--- src/rtl/psn_pkg.sv ---
// Shared types and constants of the playlist slot navigator.
package psn_pkg;

  localparam int REQ_W  = 4;
  localparam int SLOT_W = 4;
  localparam int POS_W  = 32;
  localparam int ACT_W  = 3;
  localparam int VOL_W  = 6;
  localparam int TRK_W  = 8;

  localparam int IN_TDATA_W  = 40;
  localparam int OUT_TDATA_W = 56;

  // output tdata layout, lowest bit first
  localparam int OUT_ACT_LSB  = 0;
  localparam int OUT_VOL_LSB  = 3;
  localparam int OUT_SLOT_LSB = 9;
  localparam int OUT_TRK_LSB  = 13;
  localparam int OUT_RES_LSB  = 21;
  localparam int OUT_FV_BIT   = 53;

  localparam int CFG_IDX_W  = 2;
  localparam int CFG_DATA_W = 64;

  localparam logic [CFG_IDX_W-1:0] CFG_COUNTS_LO = 2'd0;
  localparam logic [CFG_IDX_W-1:0] CFG_COUNTS_HI = 2'd1;
  localparam logic [CFG_IDX_W-1:0] CFG_MAX_VOL   = 2'd2;

  localparam logic [REQ_W-1:0] REQ_VOL_UP   = 4'd0;
  localparam logic [REQ_W-1:0] REQ_VOL_DOWN = 4'd1;
  localparam logic [REQ_W-1:0] REQ_PLAY     = 4'd2;
  localparam logic [REQ_W-1:0] REQ_PAUSE    = 4'd3;
  localparam logic [REQ_W-1:0] REQ_PREV     = 4'd4;
  localparam logic [REQ_W-1:0] REQ_NEXT     = 4'd5;
  localparam logic [REQ_W-1:0] REQ_SELECT   = 4'd6;
  localparam logic [REQ_W-1:0] REQ_END      = 4'd7;
  localparam logic [REQ_W-1:0] REQ_SHUTDOWN = 4'd8;

  localparam logic [ACT_W-1:0] ACT_NONE   = 3'd0;
  localparam logic [ACT_W-1:0] ACT_VOLUME = 3'd1;
  localparam logic [ACT_W-1:0] ACT_START  = 3'd2;
  localparam logic [ACT_W-1:0] ACT_STOP   = 3'd3;
  localparam logic [ACT_W-1:0] ACT_HALT   = 3'd4;

  localparam logic [VOL_W-1:0] VOL_RESET    = 6'd16;
  localparam logic [VOL_W-1:0] MAXVOL_RESET = 6'd63;
  localparam logic [TRK_W-1:0] TRK_RESET    = 8'hFF;

  typedef struct packed {
    logic load;     // latch the accepted request
    logic exec;     // apply the request to the player state
    logic step;     // move the cursor one slot around the ring
    logic capture;  // load the output register
  } psn_cmd_t;

  typedef struct packed {
    logic searching;  // ring search still running
    logic out_free;   // output register can take a result
  } psn_status_t;

endpackage

--- src/rtl/psn_datapath.sv ---
// Datapath: player state, configuration, ring search stepper and output register.
module psn_datapath #(
  parameter int NUM_SLOTS  = 16,
  parameter int COUNT_BITS = 8
) (
  input  logic                                clk,
  input  logic                                rst,
  input  psn_pkg::psn_cmd_t                   cmd,
  output psn_pkg::psn_status_t                status,
  input  logic [psn_pkg::REQ_W-1:0]           in_req,
  input  logic [psn_pkg::SLOT_W-1:0]          in_sel,
  input  logic [psn_pkg::POS_W-1:0]           in_pos,
  input  logic                                cfg_we,
  input  logic [psn_pkg::CFG_IDX_W-1:0]       cfg_index,
  input  logic [psn_pkg::CFG_DATA_W-1:0]      cfg_data,
  input  logic                                m_tready,
  output logic                                m_tvalid,
  output logic [psn_pkg::OUT_TDATA_W-1:0]     m_tdata
);

  localparam int STEP_W = $clog2(NUM_SLOTS + 1);
  localparam logic [psn_pkg::SLOT_W-1:0] LAST_SLOT = psn_pkg::SLOT_W'(NUM_SLOTS - 1);
  localparam logic [psn_pkg::SLOT_W:0]   SLOT_LIM  = (psn_pkg::SLOT_W + 1)'(NUM_SLOTS);
  localparam logic [STEP_W-1:0]          STEP_MAX  = STEP_W'(NUM_SLOTS);
  localparam logic [psn_pkg::TRK_W-1:0]  CNT_MASK  = psn_pkg::TRK_W'((1 << COUNT_BITS) - 1);

  // configuration
  logic [psn_pkg::CFG_DATA_W-1:0] counts_lo, counts_hi;
  logic [psn_pkg::VOL_W-1:0]      max_vol;

  // player state
  logic [psn_pkg::VOL_W-1:0]  vol, vol_next;
  logic [psn_pkg::SLOT_W-1:0] cur, cur_next;
  logic [psn_pkg::TRK_W-1:0]  trk, trk_next;
  logic [psn_pkg::POS_W-1:0]  paused, paused_next;
  logic                       running, running_next;

  // latched request
  logic [psn_pkg::REQ_W-1:0]  req_r;
  logic [psn_pkg::SLOT_W-1:0] sel_r;
  logic [psn_pkg::POS_W-1:0]  pos_r;

  // per-request bookkeeping
  logic [psn_pkg::ACT_W-1:0]  act_r, act_next;
  logic                       move_r, move_next;
  logic [psn_pkg::POS_W-1:0]  resume_r, resume_next;
  logic                       searching, searching_next;
  logic                       search_back, search_back_next;
  logic [STEP_W-1:0]          steps, steps_next;

  logic [psn_pkg::OUT_TDATA_W-1:0] out_data;

  function automatic logic [psn_pkg::TRK_W-1:0] count_of(
    input logic [psn_pkg::SLOT_W-1:0]       s,
    input logic [2*psn_pkg::CFG_DATA_W-1:0] all
  );
    logic [psn_pkg::TRK_W-1:0] b;
    b = all[{s, 3'b000} +: psn_pkg::TRK_W];
    if ({1'b0, s} >= SLOT_LIM) begin
      return '0;
    end
    return b & CNT_MASK;
  endfunction

  function automatic logic [psn_pkg::SLOT_W-1:0] slot_after(
    input logic [psn_pkg::SLOT_W-1:0] s
  );
    return (s >= LAST_SLOT) ? '0 : s + 1'b1;
  endfunction

  function automatic logic [psn_pkg::SLOT_W-1:0] slot_before(
    input logic [psn_pkg::SLOT_W-1:0] s
  );
    return (s == '0) ? LAST_SLOT : s - 1'b1;
  endfunction

  logic [2*psn_pkg::CFG_DATA_W-1:0] counts_all;
  logic [psn_pkg::TRK_W-1:0]        cnt_cur, cnt_sel, cnt_step, trk_inc;
  logic [psn_pkg::SLOT_W-1:0]       cur_step;
  logic                             cur_valid, sel_ok;
  logic [STEP_W-1:0]                steps_inc;
  logic                             step_stop;

  assign counts_all = {counts_hi, counts_lo};
  assign cnt_cur    = count_of(cur, counts_all);
  assign cnt_sel    = count_of(sel_r, counts_all);
  assign trk_inc    = trk + 1'b1;
  assign cur_valid  = trk < cnt_cur;
  assign sel_ok     = {1'b0, sel_r} < SLOT_LIM;

  // one ring step
  assign cur_step  = search_back ? slot_before(cur) : slot_after(cur);
  assign cnt_step  = count_of(cur_step, counts_all);
  assign steps_inc = steps + 1'b1;
  assign step_stop = (cnt_step != '0) || (steps_inc == STEP_MAX);

  always_comb begin
    vol_next         = vol;
    cur_next         = cur;
    trk_next         = trk;
    paused_next      = paused;
    running_next     = running;
    act_next         = act_r;
    move_next        = move_r;
    resume_next      = resume_r;
    searching_next   = searching;
    search_back_next = search_back;
    steps_next       = steps;

    if (cmd.exec) begin
      act_next         = psn_pkg::ACT_NONE;
      move_next        = 1'b0;
      resume_next      = '0;
      searching_next   = 1'b0;
      search_back_next = 1'b0;
      steps_next       = '0;
      if (running) begin
        case (req_r)
          psn_pkg::REQ_VOL_UP: begin
            if (vol < max_vol) begin
              vol_next = vol + 1'b1;
              act_next = psn_pkg::ACT_VOLUME;
            end
          end
          psn_pkg::REQ_VOL_DOWN: begin
            if (vol != '0) begin
              vol_next = vol - 1'b1;
              act_next = psn_pkg::ACT_VOLUME;
            end
          end
          psn_pkg::REQ_PLAY: begin
            if (cur_valid) begin
              act_next    = psn_pkg::ACT_START;
              resume_next = paused;
            end
          end
          psn_pkg::REQ_PAUSE: begin
            paused_next = pos_r;
            act_next    = psn_pkg::ACT_STOP;
          end
          psn_pkg::REQ_PREV: begin
            move_next = 1'b1;
            if (trk != '0) begin
              trk_next = trk - 1'b1;
            end else begin
              searching_next   = 1'b1;
              search_back_next = 1'b1;
            end
          end
          psn_pkg::REQ_NEXT, psn_pkg::REQ_END: begin
            move_next = 1'b1;
            if (cnt_cur <= trk_inc) begin
              trk_next       = '0;
              searching_next = 1'b1;
            end else begin
              trk_next = trk_inc;
            end
          end
          psn_pkg::REQ_SELECT: begin
            if (sel_ok) begin
              move_next = 1'b1;
              if (cur == sel_r) begin
                trk_next = (cnt_cur <= trk_inc) ? '0 : trk_inc;
              end else begin
                cur_next       = sel_r;
                trk_next       = '0;
                searching_next = (cnt_sel == '0);
              end
            end
          end
          psn_pkg::REQ_SHUTDOWN: begin
            running_next = 1'b0;
            act_next     = psn_pkg::ACT_HALT;
          end
          default: ;
        endcase
      end
    end else if (cmd.step) begin
      cur_next   = cur_step;
      steps_next = steps_inc;
      if (step_stop) begin
        searching_next = 1'b0;
        // stepping back lands on the last track of the new slot
        if (search_back) begin
          trk_next = cnt_step - 1'b1;
        end
      end
    end
  end

  always_ff @(posedge clk) begin
    if (rst) begin
      counts_lo <= '0;
      counts_hi <= '0;
      max_vol   <= psn_pkg::MAXVOL_RESET;
    end else if (cfg_we) begin
      case (cfg_index)
        psn_pkg::CFG_COUNTS_LO: counts_lo <= cfg_data;
        psn_pkg::CFG_COUNTS_HI: counts_hi <= cfg_data;
        psn_pkg::CFG_MAX_VOL:   max_vol   <= cfg_data[psn_pkg::VOL_W-1:0];
        default: ;
      endcase
    end
  end

  always_ff @(posedge clk) begin
    if (rst) begin
      vol       <= psn_pkg::VOL_RESET;
      cur       <= '0;
      trk       <= psn_pkg::TRK_RESET;
      paused    <= '0;
      running   <= 1'b1;
      searching <= 1'b0;
      move_r    <= 1'b0;
      act_r     <= psn_pkg::ACT_NONE;
    end else begin
      vol       <= vol_next;
      cur       <= cur_next;
      trk       <= trk_next;
      paused    <= paused_next;
      running   <= running_next;
      searching <= searching_next;
      move_r    <= move_next;
      act_r     <= act_next;
    end
  end

  always_ff @(posedge clk) begin
    search_back <= search_back_next;
    steps       <= steps_next;
    resume_r    <= resume_next;
    if (cmd.load) begin
      req_r <= in_req;
      sel_r <= in_sel;
      pos_r <= in_pos;
    end
  end

  // output register
  logic [psn_pkg::ACT_W-1:0] act_out;
  assign act_out = move_r ? (cur_valid ? psn_pkg::ACT_START : psn_pkg::ACT_NONE) : act_r;

  always_ff @(posedge clk) begin
    if (rst) begin
      m_tvalid <= 1'b0;
    end else if (cmd.capture) begin
      m_tvalid <= 1'b1;
    end else if (m_tready) begin
      m_tvalid <= 1'b0;
    end
  end

  always_ff @(posedge clk) begin
    if (cmd.capture) begin
      out_data <= {2'b00, cur_valid, resume_r, trk, cur, vol, act_out};
    end
  end

  assign m_tdata          = out_data;
  assign status.searching = searching;
  assign status.out_free  = !m_tvalid || m_tready;

endmodule

--- src/rtl/psn_ctrl.sv ---
// Controller: sequences accept, execute, ring search and result capture.
module psn_ctrl (
  input  logic                 clk,
  input  logic                 rst,
  input  logic                 s_tvalid,
  output logic                 s_tready,
  input  psn_pkg::psn_status_t status,
  output psn_pkg::psn_cmd_t    cmd
);

  typedef enum logic [3:0] {
    ST_IDLE   = 4'b0001,
    ST_EXEC   = 4'b0010,
    ST_SEARCH = 4'b0100,
    ST_FINISH = 4'b1000
  } state_t;

  state_t state, state_next;

  always_comb begin
    state_next = state;
    cmd        = '0;
    s_tready   = 1'b0;
    unique case (state)
      ST_IDLE: begin
        s_tready = 1'b1;
        if (s_tvalid) begin
          cmd.load   = 1'b1;
          state_next = ST_EXEC;
        end
      end
      ST_EXEC: begin
        cmd.exec   = 1'b1;
        state_next = ST_SEARCH;
      end
      ST_SEARCH: begin
        if (status.searching) begin
          cmd.step = 1'b1;
        end else begin
          state_next = ST_FINISH;
        end
      end
      ST_FINISH: begin
        if (status.out_free) begin
          cmd.capture = 1'b1;
          state_next  = ST_IDLE;
        end
      end
      default: state_next = ST_IDLE;
    endcase
  end

  always_ff @(posedge clk) begin
    if (rst) begin
      state <= ST_IDLE;
    end else begin
      state <= state_next;
    end
  end

endmodule

--- src/rtl/playlist_slot_navigator.sv ---
// Top level of the playlist slot navigator: media-player request controller.
//
// Usage:
//   Requests arrive on the s_ stream: s_tuser carries the request kind, s_tdata
//   the selected slot and the current sample position. Each request gives
//   exactly one result on the m_ stream: action, volume, cursor slot and track,
//   resume offset and a file-valid flag.
//   Slot track counts and the volume ceiling are written through the cfg port
//   (index 0: slots 0-7, index 1: slots 8-15, index 2: max volume); cfg_ready
//   is always high. Write config only while no request is in flight.
// Timing:
//   A request is latched, executed in the next cycle, then the cursor steps one
//   slot per cycle around the ring while it looks for a non-empty slot (zero to
//   NUM_SLOTS steps), and the result is loaded into the output register.
//   A new request waits until the last result is in the output register.
//   The ring stepper is the only multi-cycle part.
// Reset:
//   Synchronous rst restores volume 16, slot 0, track 255, pause offset 0,
//   running, all counts zero, max volume 63, and drops m_tvalid.
// Stalls:
//   A finished result waits in the output register; one more request can be
//   accepted and executed behind it, and then the controller holds in its
//   final state until m_tready frees the register.
module playlist_slot_navigator #(
  parameter int NUM_SLOTS  = 16,
  parameter int COUNT_BITS = 8
) (
  input  logic                                clk,
  input  logic                                rst,
  // request stream
  input  logic                                s_tvalid,
  output logic                                s_tready,
  input  logic [psn_pkg::IN_TDATA_W-1:0]      s_tdata,   // slot_index, sample_position, zero pad
  input  logic [psn_pkg::REQ_W-1:0]           s_tuser,   // req_type
  // result stream
  output logic                                m_tvalid,
  input  logic                                m_tready,
  output logic [psn_pkg::OUT_TDATA_W-1:0]     m_tdata,   // action, volume, slot,
                                                         // position_in_slot, resume_position,
                                                         // file_valid, zero pad
  // configuration writes
  input  logic                                cfg_valid,
  output logic                                cfg_ready,
  input  logic [psn_pkg::CFG_IDX_W-1:0]       cfg_index,
  input  logic [psn_pkg::CFG_DATA_W-1:0]      cfg_data
);

  psn_pkg::psn_cmd_t    cmd;
  psn_pkg::psn_status_t status;

  // config is always accepted
  assign cfg_ready = 1'b1;

  psn_ctrl u_ctrl (
    .clk      (clk),
    .rst      (rst),
    .s_tvalid (s_tvalid),
    .s_tready (s_tready),
    .status   (status),
    .cmd      (cmd)
  );

  psn_datapath #(
    .NUM_SLOTS  (NUM_SLOTS),
    .COUNT_BITS (COUNT_BITS)
  ) u_dp (
    .clk       (clk),
    .rst       (rst),
    .cmd       (cmd),
    .status    (status),
    .in_req    (s_tuser),
    .in_sel    (s_tdata[psn_pkg::SLOT_W-1:0]),
    .in_pos    (s_tdata[psn_pkg::SLOT_W +: psn_pkg::POS_W]),
    .cfg_we    (cfg_valid && cfg_ready),
    .cfg_index (cfg_index),
    .cfg_data  (cfg_data),
    .m_tready  (m_tready),
    .m_tvalid  (m_tvalid),
    .m_tdata   (m_tdata)
  );

endmodule

--- config.mk ---
export PLATFORM = sky130hd
export DESIGN_NAME = playlist_slot_navigator
export DESIGN_NICKNAME = d
export VERILOG_FILES = /design/src/rtl/psn_pkg.sv /design/src/rtl/psn_datapath.sv /design/src/rtl/psn_ctrl.sv /design/src/rtl/playlist_slot_navigator.sv
export SDC_FILE = /design/constraint.sdc
export NUM_CORES = 1
export LEC_CHECK = 0
export BUFFER_PORTS_ARGS = -buffer_cell sky130_fd_sc_hd__buf_2
export CAP_MARGIN = 20
export CORE_ASPECT_RATIO = 1.2
export CORE_MARGIN = 1
export CORE_UTILIZATION = 48
export DETAILED_ROUTE_END_ITERATION = 10
export PLACE_DENSITY = 0.79
export SLEW_MARGIN = 15
export SYNTH_ARGS = -nofsm -noshare
export SYNTH_HDL_FRONTEND = slang
export SYNTH_HIERARCHICAL = 1
export SYNTH_SLANG_ARGS = --single-unit
--- constraint.sdc ---
create_clock -name clk -period 11.1 [get_ports clk]
set_clock_uncertainty 0.1 [all_clocks]
set_input_delay 1.11 -clock clk [delete_from_list [all_inputs] [get_ports clk]]
set_output_delay 1.11 -clock clk [all_outputs]
set_load 0.005 [all_outputs]
Yosys cells after proc, flatten, opt, wreduce, memory -nomap -nowiden
Cells that the tools add are included.
{"block": "totals", "register_bits": 327, "in_bits": 115, "word_cells": 141}
{"block": "op_classes", "addsub": 8, "magnitude_cmp": 4, "eq_ne": 26, "shift": 3, "n_mux": 52, "n_reduce_logical": 28}
{"cell": "$shiftx A128 B8 Y8", "n": 3}
{"cell": "$mux W8", "n": 8}
{"cell": "$mux W4", "n": 11}
{"cell": "$pmux W8 S3", "n": 1}
{"cell": "$mux W1", "n": 23}
{"cell": "$eq A4 B3 Y1 const B", "n": 5}
{"cell": "$pmux W4 S4", "n": 1}
{"cell": "$reduce_bool A8 Y1", "n": 2}
{"cell": "$sub A8 B1 Y8 const B", "n": 2}
{"cell": "$pmux W3 S5", "n": 1}
{"cell": "$eq A4 B2 Y1 const B", "n": 3}
{"cell": "$mux W6", "n": 2}
{"cell": "$pmux W6 S2", "n": 1}
{"cell": "$reduce_and A2 Y1", "n": 5}
{"cell": "$reduce_bool A2 Y1", "n": 5}
{"cell": "$reduce_and A3 Y1", "n": 3}
{"cell": "$add A8 B1 Y8 const B", "n": 1}
{"cell": "$eq A4 B1 Y1 const B", "n": 2}
{"cell": "$eq A4 B4 Y1 const B", "n": 2}
{"cell": "$le A8 B8 Y1", "n": 1}
{"cell": "$logic_not A4 Y1", "n": 2}
{"cell": "$logic_not A8 Y1", "n": 1}
{"cell": "$lt A8 B8 Y1", "n": 1}
{"cell": "$ne A2 B1 Y1 const B", "n": 4}
{"cell": "other kinds (26)", "n": 31}

Logic depth before layout (Yosys ltp)
{"block": "logic_depth", "ltp_word": 9, "depth_mapped": 21}

Cells and area by module
Netlist, hierarchy kept.
{"module": "psn_datapath", "instances": 1, "cells_per_inst": 1502, "area_each_um2": 15162.0, "seq_area_each_um2": 7737.4}
{"module": "psn_ctrl", "instances": 1, "cells_per_inst": 30, "area_each_um2": 232.7, "seq_area_each_um2": 80.1}
{"module": "playlist_slot_navigator", "instances": 1, "cells_per_inst": 2, "area_each_um2": 11.3, "seq_area_each_um2": 0.0}

Worst setup path before layout
OpenSTA, ideal clock, no wires.
{"block": "synth_path", "path_type": "input to register", "start": "input port m_tready", "end": "register u_dp.out_data (netlist bit u_dp/m_tdata[0]), enable pin", "arrival_time_ns": 6.509, "slack_ns": 3.888, "cell_stages": 3, "n_path_buf": 0, "path_cell_list": "nand2b_1 -> nand2_1 -> nor4_1"}
{"item": "from (decl)", "line": "playlist_slot_navigator.sv:37", "source": "input logic m_tready,"}
{"item": "to (signal assigned)", "line": "psn_datapath.sv:255", "source": "out_data <= {2'b00, cur_valid, resume_r, trk, cur, vol, act_out};"}
{"item": "to (decl)", "line": "psn_datapath.sv:51", "source": "logic [psn_pkg::OUT_TDATA_W-1:0] out_data;"}

Worst setup path after layout
{"block": "layout_path", "start": "register u_dp/cur[0] (netlist bit)", "end": "register u_dp/trk[2] (netlist bit)"}
{"block": "layout_via", "elab_chain_cells": 9, "word_cells_on_any_way": 24, "cone_classes": "add/sub (3); order compare (2); eq/ne (1); shift (2); mux (11); reduce/logical (5)"}
{"item": "from (decl)", "line": "psn_datapath.sv:33", "source": "logic [psn_pkg::SLOT_W-1:0] cur, cur_next;"}
{"item": "from (signal assigned)", "line": "psn_datapath.sv:218", "source": "cur <= cur_next;"}
{"item": "$add A4 B1 Y4 (tied with other cells)", "line": "psn_datapath.sv:68", "source": "return (s >= LAST_SLOT) ? '0 : s + 1'b1;"}
{"item": "$mux W4, on equally long branches", "line": "psn_datapath.sv:68, psn_datapath.sv:74"}
{"item": "$mux W4", "line": "psn_datapath.sv:92", "source": "assign cur_step = search_back ? slot_before(cur) : slot_after(cur);"}
{"item": "$shiftx A128 B8 Y8", "line": "psn_datapath.sv:58", "source": "b = all[{s, 3'b000} +: psn_pkg::TRK_W];"}
{"item": "$sub A8 B1 Y8", "line": "psn_datapath.sv:185", "source": "trk_next = cnt_step - 1'b1;"}
{"item": "$mux W8", "line": "psn_datapath.sv:184", "source": "if (search_back) begin"}
{"item": "$mux W8", "line": "psn_datapath.sv:181", "source": "if (step_stop) begin"}
{"item": "$mux W8", "line": "psn_datapath.sv:178", "source": "end else if (cmd.step) begin"}
{"item": "$mux W8", "line": "psn_datapath.sv:110", "source": "if (cmd.exec) begin"}
{"item": "to (signal assigned)", "line": "psn_datapath.sv:210", "source": "trk <= psn_pkg::TRK_RESET;"}
{"item": "to (signal assigned)", "line": "psn_datapath.sv:219", "source": "trk <= trk_next;"}
{"item": "to (decl)", "line": "psn_datapath.sv:34", "source": "logic [psn_pkg::TRK_W-1:0] trk, trk_next;"}
Several ways; a longest one is shown, not always the timed one. The select of a mux whose other input is x is not followed.
A chain may end at the register's enable or synchronous reset.

==> reports/metrics.cfg <==
[worst_setup_path]
rrSetupSlack_ns = 5.80
cp_data_required_time_ns = 11.47
crit_path_top_delay_cell = buf_4
r2r_cells = 14
cp.arrival_ns = 5.67
worstPathCellList = buf_4 > ha_1 > and4b_1 > a21o_1 > a21oi_1 > a221oi_1 > o2bb2ai_1 > nor2_1 > ha_1 > o211ai_1 > nor4_4 > a21boi_2 > o21ai_0 > a221o_1
critPathLaunch = u_dp/cur[0]
end_kind = register
endpoint = u_dp/trk[2]
crit_type = register to register
slowest_delay_ns = 0.64
crit_top_cell = ha_1
crit_path_start_kind = register
reg2reg_to = u_dp/trk[2]
rr_startpoint = u_dp/cur[0]
cp_max_fo = 49

[run]
cap_violations = 0

[finish]
nFillCells = 2754
most-common-layout-cells = nand2_1, dfxtp_1, a21oi_1
layout_commonest_cell = nand2_1
final-seq-area_sq_mm = 0.00782
drive_gt1_share_pct = 19.4
area_delta_synth_final_pct = 13.7
multi_input_area_sq_mm = 0.00696
nets = 1794

[route]
drc = 33
first_pass_iters = 8
routed_wirelength_mm = 41.1
avgRoutedWirePerCell_um = 19.8
ant_nets = 0
drtIter0Drc = 1144
dr_total_vias = 12100
avgViaCountPerCell = 5.85

[timing]
finalSetupTns_ns = 0
setup_viol = 0
tightest_slew_ns = 1.01
final.period_utilization_pct = 47.7
fin_crit_ns = 5.30
max_freq_mhz = 189
timing.hold.ws_ns = 0.319
rsz0062_at_grt = no
hold_violations = 0
slew_headroom_pct = 32.4
slew_violations = 0

[synthesis]
syn_area_per_cell_sq_um = 10.0
synthesis.area_sq_mm = 0.0154
synthArstFlopShare_pct = 0
synth_top_area_share_pct = 26.0
syn_inst = 1534
synth.distinct_cells = 73
ys.warnings.count = 6
synth_edf_count = 127
synth-main-ff-cell = dfxtp_1
seq_area_frac_synth_pct = 50.7
synth_area_leaders = dfxtp_1, edfxtp_1, mux4_2, nand2_1, a21oi_1
synth_area_leader_cell = dfxtp_1
synth-seq-cells = 327

[pwr]
power_density_mw_per_mm2 = 148
worst_ir_drop_vdd_uv = 121
leakage_nw = 6.49
totalPowerFinal_mw = 2.59

[floorplanning]
fp.dieH_um = 198
die-area_sq_mm = 0.0328
num_rows = 71
coreArea_sq_mm = 0.0314
die_w_um = 166
io-pin-count = 174
initial_core_util_pct = 49.0

[clocking]
cts.sinks = 327
cts-buffers-inserted = 31
tritoncts = built
clk_latency_ns = 0.59
path_clk_slew_ns = 0.07
htreeDepth = 1
cts_resized = 0
clock_path_buffers = 3
hold_buffers = 0
post_cts_buffers = 0
root_buffer = clkbuf_16

[outcome]
violations = DRC
status = finished, violations left

[global_route]
grt_pass1_vias = 11600
overflow = 0
grt_pass1_wl_mm = 64.0
grt_max_degree = 78
grt_use_total_pct = 25.2
antenna_found_initial = 4

[placement]
gp_congestion = 0.956
portBuffers = 166
dp_hpwl_mm = 29.0

[min_path]
worstHoldPathType = register to register

## cells in the mapped netlist, types with 4 or more instances
| cell type | n |
|---|---|
| buf_2 | 10 |
| a211o_1 | 4 |
| nand3b_1 | 4 |
| clkbuf_1 | 71 |
| xor2_1 | 9 |
| xnor2_1 | 21 |
| inv_1 | 51 |
| a221o_1 | 6 |
| nor3_1 | 15 |
| ha_1 | 34 |
| and2_1 | 36 |
| a211oi_1 | 19 |
| nor4_1 | 23 |
| or4_1 | 14 |
| nand4_1 | 4 |
| mux2i_1 | 17 |
| o211ai_1 | 6 |
| dfxtp_1 | 200 |
| buf_4 | 7 |
| a21oi_1 | 191 |
| nand3_1 | 17 |
| mux4_2 | 62 |
| and3_1 | 5 |
| a221oi_1 | 5 |
| edfxtp_1 | 127 |
| mux2_2 | 8 |
| o21a_1 | 7 |
| nor2_1 | 48 |
| or3_1 | 6 |
| nand2b_1 | 6 |
| a21o_1 | 12 |
| nor2b_1 | 10 |
| nand2_1 | 370 |
| buf_1 | 16 |
| o21ai_0 | 20 |
| a311oi_1 | 4 |
| a31oi_1 | 7 |
## power by group
part	internal (mW)	switching [mW]	total (mW)	leakage [nW]
Sequential	1.28	0.0362	1.31	2.84
Combinational	0.0723	0.106	0.178	3.12
Clock	0.637	0.466	1.10	0.525
Total	1.99	0.608	2.59	6.49
## through the flow
stage | setup slack, ns | std cells | utilization, % | cell area [sq um]
after floorplan | 3.89 | 1535 | - | 15400
after global placement | 6.05 | 2011 | 52.2 | 16400
after detailed placement | 5.94 | 2012 | 52.3 | 16400
after CTS | 5.92 | 2070 | 55.7 | 17500
after global routing | 5.45 | 2074 | 55.7 | 17500
final | 5.80 | 2074 | 55.7 | 17500
## registers in the layout, summed over array words and instances, names as in the netlist, 5 cells and up
name and cells:
u_dp/counts_hi 64, u_dp/counts_lo 64, u_dp/m_tdata 54, u_dp/max_vol 6
u_dp/paused 32, u_dp/pos_r 32, u_dp/resume_r 32, u_dp/steps 5
u_dp/trk 8, u_dp/vol 6
## worst min path at each step
stage / endpoint / start / cells past startpoint / slack, ns
after floorplan: u_dp/m_tdata[21] / u_dp/resume_r[0] / 0 / 0.30
after global placement: u_dp/m_tdata[26] / u_dp/resume_r[5] / 0 / 0.30
after detailed placement: u_dp/m_tdata[29] / u_dp/resume_r[8] / 0 / 0.30
after CTS: u_dp/m_tdata[29] / u_dp/resume_r[8] / 0 / 0.32
after global routing: u_dp/m_tdata[50] / u_dp/resume_r[29] / 0 / 0.33
final: u_dp/m_tdata[29] / u_dp/resume_r[8] / 0 / 0.32
## worst max-delay path, delay by kind of cell (launching register included)
family | cells | cell delay [ns]
flops | 1 | 0.32
simple gates | 3 | 0.74
compound gates | 8 | 2.78
buf+inv | 1 | 0.64
fa+ha+maj | 2 | 0.56
## metal layers
layer | vias to the layer above | global-route usage [%] | part of all wire (%)
li1 | 5680 | - | -
met1 | 5856 | 31.7 | 39
met2 | 494 | 42.4 | 50
met3 | 111 | 3.50 | 7.0
met4 | 0 | 12.3 | 4.5
met5 | - | 0 | 0
## cells by family after synthesis
kind of cell             after synthesis  share of synthesized area (%)
AO/OA/AOI/OAI                        319                           12.7
XOR/XNOR                              30                           1.71
adder cells (fa/ha/maj)               35                           2.89
buffers and inverters                159                           4.27
flip-flops                           327                           50.7
multiplexers                          87                           10.8
other                                  2                         0.0487
AND/OR/NAND/NOR                      575                           16.9
## area by class of cell
cell class | instances | area share [%]
clock inverter | 19 | 1.26
multi-input combinational | 1049 | 39.7
inverter | 52 | 1.11
timing repair buffer | 183 | 5.53
sequential | 327 | 44.6
clock buffer | 39 | 4.83
antenna | 4 | 0.0571
tap | 401 | 2.86
No activity file was read; power rests on OpenSTA's default activity.
